### src/rtl/core/acm_pkg.sv
// Shared types and codes for the multi-pattern string matcher.
// Used by acm_ctl, acm_out and the top level; no dependencies.
package acm_pkg;

  localparam int NODES_DEF       = 256;
  localparam int ALPHABET_DEF    = 256;
  localparam int MATCH_SLOTS_DEF = 64;

  typedef enum logic [1:0] {
    MODE_PATTERN = 2'd0,
    MODE_BUILD   = 2'd1,
    MODE_TEXT    = 2'd2,
    MODE_CLEAR   = 2'd3
  } mode_t;

  typedef enum logic [1:0] {
    KIND_ACK     = 2'd0,
    KIND_MATCH   = 2'd1,
    KIND_NOMATCH = 2'd2
  } kind_t;

  typedef enum logic [1:0] {
    ST_OK          = 2'd0,
    ST_NODES_FULL  = 2'd1,
    ST_SLOTS_FULL  = 2'd2,
    ST_WRONG_PHASE = 2'd3
  } status_t;

  typedef struct packed {
    kind_t       kind;
    status_t     status;
    logic [15:0] id;
    logic [31:0] pos;
  } res_t;

  // push: one more match of the current item; flush: close the item
  typedef struct packed {
    logic push;
    logic flush;
    res_t item;
  } out_cmd_t;

endpackage

### src/rtl/core/acm_out.sv
// Result stage: holds back one match beat so the last flag can be set,
// and registers the outgoing beat. Depends on acm_pkg.
module acm_out import acm_pkg::*; (
  input  logic        clk,
  input  logic        rst_n,
  input  out_cmd_t    cmd,
  output logic        rdy,
  output logic        out_valid,
  input  logic        out_stall,
  output logic [1:0]  out_kind,
  output logic [1:0]  out_status,
  output logic [15:0] out_match_id,
  output logic [31:0] out_position,
  output logic        out_last
);

  logic out_valid_r, out_valid_nxt;
  logic pend_v_r, pend_v_nxt;
  res_t out_r, out_nxt;
  res_t pend_r, pend_nxt;
  logic last_r, last_nxt;

  assign rdy = !out_valid_r || !out_stall;

  always_comb begin
    out_valid_nxt = out_valid_r && out_stall;
    out_nxt       = out_r;
    last_nxt      = last_r;
    pend_v_nxt    = pend_v_r;
    pend_nxt      = pend_r;
    if (cmd.push) begin
      if (pend_v_r) begin
        out_valid_nxt = 1'b1;
        out_nxt       = pend_r;
        last_nxt      = 1'b0;
      end
      pend_nxt   = cmd.item;
      pend_v_nxt = 1'b1;
    end
    if (cmd.flush) begin
      out_valid_nxt = 1'b1;
      last_nxt      = 1'b1;
      out_nxt       = pend_v_r ? pend_r : cmd.item;
      pend_v_nxt    = 1'b0;
    end
  end

  always_ff @(posedge clk) begin
    if (!rst_n) begin
      out_valid_r <= 1'b0;
      pend_v_r    <= 1'b0;
    end else begin
      out_valid_r <= out_valid_nxt;
      pend_v_r    <= pend_v_nxt;
    end
  end

  always_ff @(posedge clk) begin
    out_r  <= out_nxt;
    pend_r <= pend_nxt;
    last_r <= last_nxt;
  end

  assign out_valid    = out_valid_r;
  assign out_kind     = out_r.kind;
  assign out_status   = out_r.status;
  assign out_match_id = out_r.id;
  assign out_position = out_r.pos;
  assign out_last     = last_r;

endmodule

### config.mk
export PLATFORM = sky130hd
export DESIGN_NAME = acm_out
export DESIGN_NICKNAME = d
export VERILOG_FILES = /design/src/rtl/core/acm_pkg.sv /design/src/rtl/core/acm_out.sv
export SDC_FILE = /design/constraint.sdc
export NUM_CORES = 1
export LEC_CHECK = 0
export ABC_AREA = 0
export ABC_CLOCK_PERIOD_IN_PS = 2600
export BUFFER_PORTS_ARGS = -buffer_cell sky130_fd_sc_hd__buf_4
export CORE_MARGIN = 2
export CORE_UTILIZATION = 52
export DETAILED_ROUTE_END_ITERATION = 8
export GPL_TIMING_DRIVEN = 0
export PLACE_DENSITY = 0.78
export SYNTH_ARGS = -nofsm -noshare
export SYNTH_HDL_FRONTEND = slang
export SYNTH_SLANG_ARGS = --single-unit
### constraint.sdc
create_clock -name clk -period 2.6 [get_ports clk]
set_input_delay 0.39 -clock clk [delete_from_list [all_inputs] [get_ports clk]]
set_output_delay 0.39 -clock clk [all_outputs]
set_load 0.01 [all_outputs]
Yosys cells after proc, flatten, opt, wreduce, memory -nomap -nowiden
Index checks and enable logic that the tools add are counted.
- add/sub/neg operators: 0
- div/mod/pow operators: 0
- bitwise operators: 1
- shifts and indexed selects: 0
- muxes and demuxes: 7
- reduce and logical (&&, ||, !) cells: 9
- multipliers: 0
- $lt $le $gt $ge: 0
- equality and inequality tests: 0
- operators with widths (operator ; count):
    $mux W52 ; 4
    $reduce_and A2 Y1 ; 2
    $reduce_bool A2 Y1 ; 2
    $mux W1 ; 3
    $logic_not A1 Y1 ; 2
    $reduce_or A2 Y1 ; 1
    $logic_and A1 B1 Y1 ; 1
    $logic_or A1 B1 Y1 ; 1
    $not A1 Y1 ; 1
- bits in writable memories: 0
- ROM bits: 0
- bits of input ports: 57
- register bits after elaboration: 107
- memories: 0
- logic and storage cells: 28
- latch bits: 0

Depth between registers and ports, before layout
Gate-level depths: netlist of the first run.
- depth in word-level cells: 4
- mapped depth: 4
- mapped depth without buffers: 2

Worst setup path after synthesis of the first run
No wires, ideal clock.
- path kind: input to register
- start: input cmd[53] in the netlist's numbering
- end: register out_r, in the netlist out_kind[0] (enable)
- arrival: 1479 ps
- slack: 715 ps
- path buffers: 0
- stages on the path: 2
- cells stage by stage: a21oi_1 -> inv_1
- cells in the longest elaborated chain, start to end: 2
- RTL lines (item ; RTL line ; text):
    start: declaration ; acm_out.sv:6 ; input out_cmd_t cmd,
    $reduce_bool A2 Y1 (no source line) ; - ;
    $reduce_and A2 Y1 (no source line) ; - ;
    end signal: assignment ; acm_out.sv:59 ; out_r <= out_nxt;
    end: declaration ; acm_out.sv:19 ; res_t out_r, out_nxt;
No other way between the ends.
A chain may end at the register's enable or synchronous reset.

Final worst setup path of the first run
- start: input cmd[53] in the netlist's numbering
- end: register out_r, in the netlist out_position[31] (enable)
The elaborated chain is that of the path after synthesis.

==> results of run 1 <==
## final timing paths
check,from,end,slack (ps),depth (start not counted)
max,cmd[53],out_position[31],740,4
min,cmd[21],pend_r[21],210,1
max reg2reg,pend_v_r,out_position[31],1090,3
min reg2reg,out_last,out_last,490,1
## kinds of logic (layout without fill, tap and decap cells)
family / Yosys count / after routing
multiplexers: 52 / 52
AO/OA/AOI/OAI: 3 / 3
buffers and inverters: 7 / 135
AND/OR/NAND/NOR: 5 / 5
flip-flops: 107 / 107
## power by group through the flow
stage / sequential, W / clock (W) / combinational [W]
after detailed placement: 0.00214 / 0 / 0.000472
after CTS: 0.00210 / 0.000934 / 0.000472
after global routing: 0.00211 / 0.000996 / 0.000497
after floorplan: 0.00217 / 0 / 0.000196
after global placement: 0.00214 / 0 / 0.000456
final: 0.00210 / 0.000901 / 0.000465
## per-layer routing
layer | GRT usage | vias to the layer above | routed length (um)
met4 | 0.0699 | 0 | 117
met5 | 0 | - | 0
met1 | 0.198 | 970 | 2740
li1 | - | 934 | -
met3 | 0.0467 | 12 | 519
met2 | 0.251 | 78 | 3270
## synthesized netlist by cell type
library cell  instances  area [sq um]
edfxtp_1            104          3120
mux2_4               50           751
buf_12                5           100
dfxtp_1               3          60.1
mux2_2                2          22.5
nand2_1               2          7.51
a21boi_0              1          7.51
a21o_1                1          7.51
a21oi_1               1          5.00
buf_6                 1          11.3
inv_1                 1          3.75
nand2b_1              1          6.26
nor2_1                1          3.75
nor3b_1               1          7.51
## cell type report
cell class	count	area (sq um)	share of cell area
well taps	102	128	0.0242
clock inverters	7	51.3	0.00973
flip-flops and latches	107	3180	0.604
clock buffers	9	124	0.0235
inverters	1	3.75	0.000712
plain buffers	6	111	0.0211
repair buffers	112	853	0.162
multi-input cells	60	818	0.155
## flip-flops by register name, summed over array words and instances (netlist names)
name,flops
out_match_id,16
out_position,32
pend_v_r,1
out_valid,1
pend_r,52
out_last,1
out_status,2
out_kind,2
## placed cells by master (no fill, tap or decap)
| cell | n |
|---|---|
| buf_4 | 111 |
| clkbuf_8 | 9 |
| a21o_1 | 1 |
| nor3b_1 | 1 |
| mux2_4 | 50 |
| inv_2 | 1 |
| clkinv_4 | 1 |
| dfxtp_1 | 3 |
| buf_6 | 1 |
| mux2_2 | 2 |
| a21oi_1 | 1 |
| nand2b_1 | 1 |
| a21boi_0 | 1 |
| clkinv_2 | 2 |
| inv_6 | 2 |
| nand2_1 | 2 |
| nor2_1 | 1 |
| clkinvlp_4 | 2 |
| buf_12 | 6 |
| edfxtp_1 | 104 |
## stage by stage
| stage | worst slack [ps] | instances |
|---|---|---|
| finish | 744 | 404 |
| global route | 599 | 404 |
| CTS | 732 | 404 |
| detailed placement | 344 | 388 |
| global placement | -443 | 387 |
| floorplan | 715 | 174 |
==> metrics.csv, run 1 <==
stage,metric,value,unit
sta,setup TNS,0,ps
sta,unrepaired setup endpoints after global routing,no,
grt,first-pass GRT wire length,10100,um
sta,Final Setup Violations,0,
finish,layout cell share with drive strength beyond 1,0.619,
clock_tree,Post-CTS Resized,0,
yosys,fraction of synthesized area in multiplexers,0.188,
yosys,Yosys warning total,0,
clock_tree,maximum root-to-sink buffer count,2,
yosys,Cell variety after synth,14,
clock_tree,clock root buffer,clkbuf_8,
drt,vias,1994,
worst_setup_path,"Slowest-stage cell, CP",buf_4,
floorplan,# rows,32,
clock_tree,CTS tree,yes,
drt,Pre-antenna DRT Iters,4,
yosys,Syn Area/Cell,23.7,sq um
pwr,Power Total,0.00347,W
clock_tree,# clock sinks,107,
yosys,fraction of synthesized cell area in xor and xnor cells,0,
clock_tree,Setup Buffers After CTS,0,
worst_setup_path,Worst Path Required,2650,ps
sta,actual slew at the worst max-slew pin,707,ps
finish,Post-Route Utilization,0.686,
grt,GR Util All Layers,0.156,
worst_setup_path,max incr delay on CP,550,ps
worst_setup_path,critical path endpoint category,register,
min_path,Hold Path Class,in2reg,
yosys,Post-Synth Adder-Cell Area,0,
finish,Layout area overhead,28.1,%
sta,fmax,0.539,GHz
yosys,Post-Synth Simple-Gate Area,0.00608,
floorplan,Die X,93.0,um
clock_tree,CTS H-Tree Depth,3,
pwr,Peak supply drop,0.336,mV
floorplan,Die Height,93.0,um
drt,vias per inst,4.94,
drt,DRC viols,0,
status,status,"finished, final reports clean",
floorplan,# IOs,112,
sta,Final period util,0.714,
grt,antenna violations before repair,0,
yosys,largest family of logic cells by synthesized area,multiplexers,
placement,routability cong.,0.718,
yosys,number of synthesized register bits,107,
sta,Final Hold Fails,0,
floorplan,die area,0.00864,sq mm
worst_setup_path,critical path class,in2reg,
run,# Max-Cap Violations,0,
drt,post-route ant nets,0,
yosys,Cells after Synth,174,
pwr,pwr/cell area,657,mW/mm^2
grt,largest net degree at the start of global routing,56,
pwr,internal power,0.00270,W
worst_setup_path,CP Buf/Inv Count,3,
finish,Final Instance Area,0.00527,sq mm
sta,Slew HR,0.529,
finish,layout filler cell count,533,
floorplan,CORE AREA,0.00769,sq mm
placement,Post-DP Area,0.00510,sq mm
clock_tree,cts hold-fix bufs,0,
sta,Worst Skew,10.5,ps
drt,WL/cell,16.5,um
pwr,Clk pwr share,0.260,
clock_tree,Clock transition at path regs,100,ps
worst_setup_path,startpoint types,input pin,
worst_setup_path,crit path max fanout,55,
yosys,mapped cell area,0.00412,sq mm
finish,Ant. Diodes,0,
pwr,Flop pwr share,0.606,
floorplan,initial core utilization,0.535,
worst_setup_path,CP Data Arrival Time,1910,ps
grt,Overflow after GRT,0,
pwr,net switching power,0.000769,W
clock_tree,TritonCTS Buffers,9,
finish,Layout Nets,354,
drt,initial drt markers,86,
drt,final wirelength,6650,um
sta,Hold Slack,213,ps
sta,fin crit period,1860,ps
yosys,sequential share of the synthesized area,0.773,
yosys,Compound-Gate Fraction of Synth Area,0.00486,
clock_tree,clk_lat worst skew,350,ps
sta,final max-slew violation count,0,
grt,vias in the first global route,2022,
worst_setup_path,cells along the critical path,"buf_4, a21oi_1, inv_2, buf_12",
pwr,combinational share of power,0.134,
placement,placed wire-length estimate,4700,um
pwr,sw frac,0.222,
yosys,Post-Syn Nets,231,
worst_setup_path,"delay-heaviest family, CP",buffers and inverters,
placement,PortBufs,111,
pwr,P_leak,2.18,nW
Power figures use the tool's default switching activity.
==> inputs of run 2 (changes only) <==
- ABC_AREA: 0 -> 1
- ABC_CLOCK_PERIOD_IN_PS: 2600 -> 1900
- CORE_UTILIZATION: 52 -> 51
- PLACE_DENSITY: 0.78 -> 0.77
- clock period: 2.6 -> 1.9 ns (I/O delays scaled with it)
==> metrics.csv, run 2 <==
stage,metric,value,unit
status,status,"finished, final reports clean",
yosys,number of synthesized register bits,107,
finish,Ant. Diodes,0,
worst_setup_path,max incr delay on CP,570,ps
drt,Pre-antenna DRT Iters,4,
grt,largest net degree at the start of global routing,55,
grt,GR Util All Layers,0.182,
grt,first-pass GRT wire length,12000,um
drt,WL/cell,14.6,um
sta,Worst Skew,12.7,ps
grt,gr busiest metal,met2,
pwr,internal power,0.00398,W
worst_setup_path,Worst Path Required,1880,ps
yosys,mapped cell area,0.00403,sq mm
clock_tree,TritonCTS Buffers,9,
grt,antenna violations before repair,0,
yosys,dominant cell by count in the synthesized netlist,nand2_1,
pwr,net switching power,0.00111,W
finish,"most common cell after layout, fill and taps aside",buf_4,
yosys,Yosys top cell by area,edfxtp_1,
worst_setup_path,CP Data Arrival Time,1700,ps
drt,initial drt markers,170,
sta,Final Hold Fails,0,
sta,actual slew at the worst max-slew pin,725,ps
grt,met3 Track Usage GR,0.0407,
pwr,P_leak,2.27,nW
floorplan,# rows,32,
finish,Top reg by flops,pend_r,
pwr,Peak supply drop,0.605,mV
pwr,Clk pwr share,0.322,
sta,Final Setup Violations,0,
worst_setup_path,"delay-heaviest family, CP",simple AND/OR/NAND/NOR gates,
sta,unrepaired setup endpoints after global routing,no,
worst_setup_path,Stages on worst setup path,3,
grt,grt met2 use,0.296,
run,# Max-Cap Violations,0,
yosys,ys flop type,edfxtp_1,
pwr,Power Total,0.00509,W
floorplan,Die Height,92.9,um
worst_setup_path,"Slowest-stage cell, CP",nand2_4,
worst_setup_path,cells along the critical path,"buf_4, nand2_1, nand2_4",
floorplan,initial core utilization,0.524,
floorplan,# IOs,112,
placement,PortBufs,110,
pwr,Flop pwr share,0.565,
sta,fmax,0.580,GHz
clock_tree,clk_lat worst skew,350,ps
yosys,top-area cell type share of the netlist area,0.775,
clock_tree,CTS tree,yes,
clock_tree,clock root buffer,clkbuf_8,
sta,Final period util,0.907,
finish,layout filler cell count,574,
grt,vias in the first global route,2525,
sta,Slew HR,0.517,
sta,setup TNS,0,ps
yosys,Synth area leaders,"edfxtp_1 77%, nand2_1 10%, nand3_1 6.6%, dfxtp_1 1.5%, buf_6 1.4%",
clock_tree,Clock transition at path regs,110,ps
min_path,hold path depth,1,
finish,Layout area overhead,30.0,%
placement,routability cong.,0.751,
worst_setup_path,crit path max fanout,54,
finish,most frequent cells in the layout,"114 x buf_4, 109 x nand2_1, 104 x edfxtp_1, 53 x nand3_1, 9 x clkbuf_8",
worst_setup_path,worst reg2reg path depth,2,
clock_tree,# clock sinks,107,
placement,placed wire-length estimate,5090,um
yosys,Cell variety after synth,13,
worst_setup_path,CP Buf/Inv Count,1,
yosys,Syn Area/Cell,13.8,sq um
yosys,fraction of registers with async set/reset,0,
pwr,sw frac,0.218,
drt,vias per inst,4.94,
grt,grt met1 use,0.244,
floorplan,Die X,92.9,um
drt,DRC viols,0,
finish,Layout Nets,470,
pwr,pwr/cell area,972,mW/mm^2
drt,final wirelength,7600,um
pwr,combinational share of power,0.113,
clock_tree,cts hold-fix bufs,0,
yosys,"EDFF count, synth",104,
worst_setup_path,startpoint types,input pin,
yosys,sequential share of the synthesized area,0.790,
yosys,Commonest cells post-synth,"110 x nand2_1, 104 x edfxtp_1, 53 x nand3_1",
floorplan,CORE AREA,0.00769,sq mm
worst_setup_path,critical path class,in2reg,
yosys,Yosys warning total,0,
finish,area of the multi-input gates,714,sq um
worst_setup_path,critical path endpoint category,register,
sta,fin crit period,1720,ps
yosys,Cells after Synth,292,
floorplan,die area,0.00863,sq mm
finish,Post-Route Utilization,0.681,
drt,vias,2571,
yosys,Post-Syn Nets,349,
clock_tree,maximum root-to-sink buffer count,2,
drt,post-route ant nets,0,
grt,Overflow after GRT,0,
sta,final max-slew violation count,0,
finish,layout cell share with drive strength beyond 1,0.347,
min_path,Hold Path Class,in2reg,
clock_tree,CTS H-Tree Depth,3,
finish,max reg flops,52,
finish,register area,0.00318,sq mm
run 2: cell types whose count changed in the layout (fill, tap and decap cells not counted), sizes merged, moves of 2 or more:
cell,before,now
buf,118,124
bufinv,0,3
clkbuf,9,11
mux2,52,0
nand2,2,111
nand3,0,53
run 2: stage by stage:
| step | setup WS (ps) | hold slack [ps] | area, sq um | cells |
|---|---|---|---|---|
| 4_1_cts | 135 | 95.7 | 5240 | 520 |
| 6_report | 177 | 111 | 5240 | 520 |
| 3_5_place_dp | -589 | 443 | 4990 | 504 |
| 2_1_floorplan | 384 | 383 | 4030 | 292 |
| 3_3_place_gp | -526 | 429 | 4990 | 504 |
| 5_1_grt | 32.0 | 90.3 | 5240 | 520 |
run 2: per-layer routing:
metal,part of all wire,wire [um]
met1,0.42,3170
met2,0.50,3770
met3,0.072,550
met4,0.014,108
met5,0,0
run 2: path summary, 6_finish.rpt:
check	from	end	slack, ps
max	cmd[53]	out_match_id[4]	180
min	cmd[14]	pend_r[14]	110
max reg2reg	pend_v_r	out_match_id[4]	400
min reg2reg	out_last	out_last	460
run 2: repair_timing:
action / CTS / global route
endpoints found under the setup margin: 52 / 0
resized for setup: 1 / 0
buffers inserted: 0 / 0
run 2: power groups by stage:
stage | clock [W] | sequential [W] | combinational, W
finish | 0.00164 | 0.00288 | 0.000575
detailed placement | 0 | 0.00294 | 0.000581
global placement | 0 | 0.00293 | 0.000564
floorplan | 0 | 0.00298 | 0.000194
global route | 0.00177 | 0.00290 | 0.000638
CTS | 0.00167 | 0.00288 | 0.000583
run 2: cell type report:
type / instances / share of cell area
inverter: 3 / 0.00263
buffer: 16 / 0.0241
timing repair buffer: 110 / 0.158
multi-input combinational: 166 / 0.136
clock buffer: 9 / 0.0236
clock inverter: 7 / 0.0236
tap: 102 / 0.0244
sequential: 107 / 0.608
run 2: worst reg2reg max path, cell delays in order (launching register included):
cell and delay (ps):
dfxtp_1 410, nand2_1 140, nand2_4 570
run 2: kinds of logic after synthesis:
logic type	synth area share
flip-flops	0.790
AO/OA/AOI/OAI	0.00124
AND/OR/NAND/NOR	0.174
buffers and inverters	0.0348
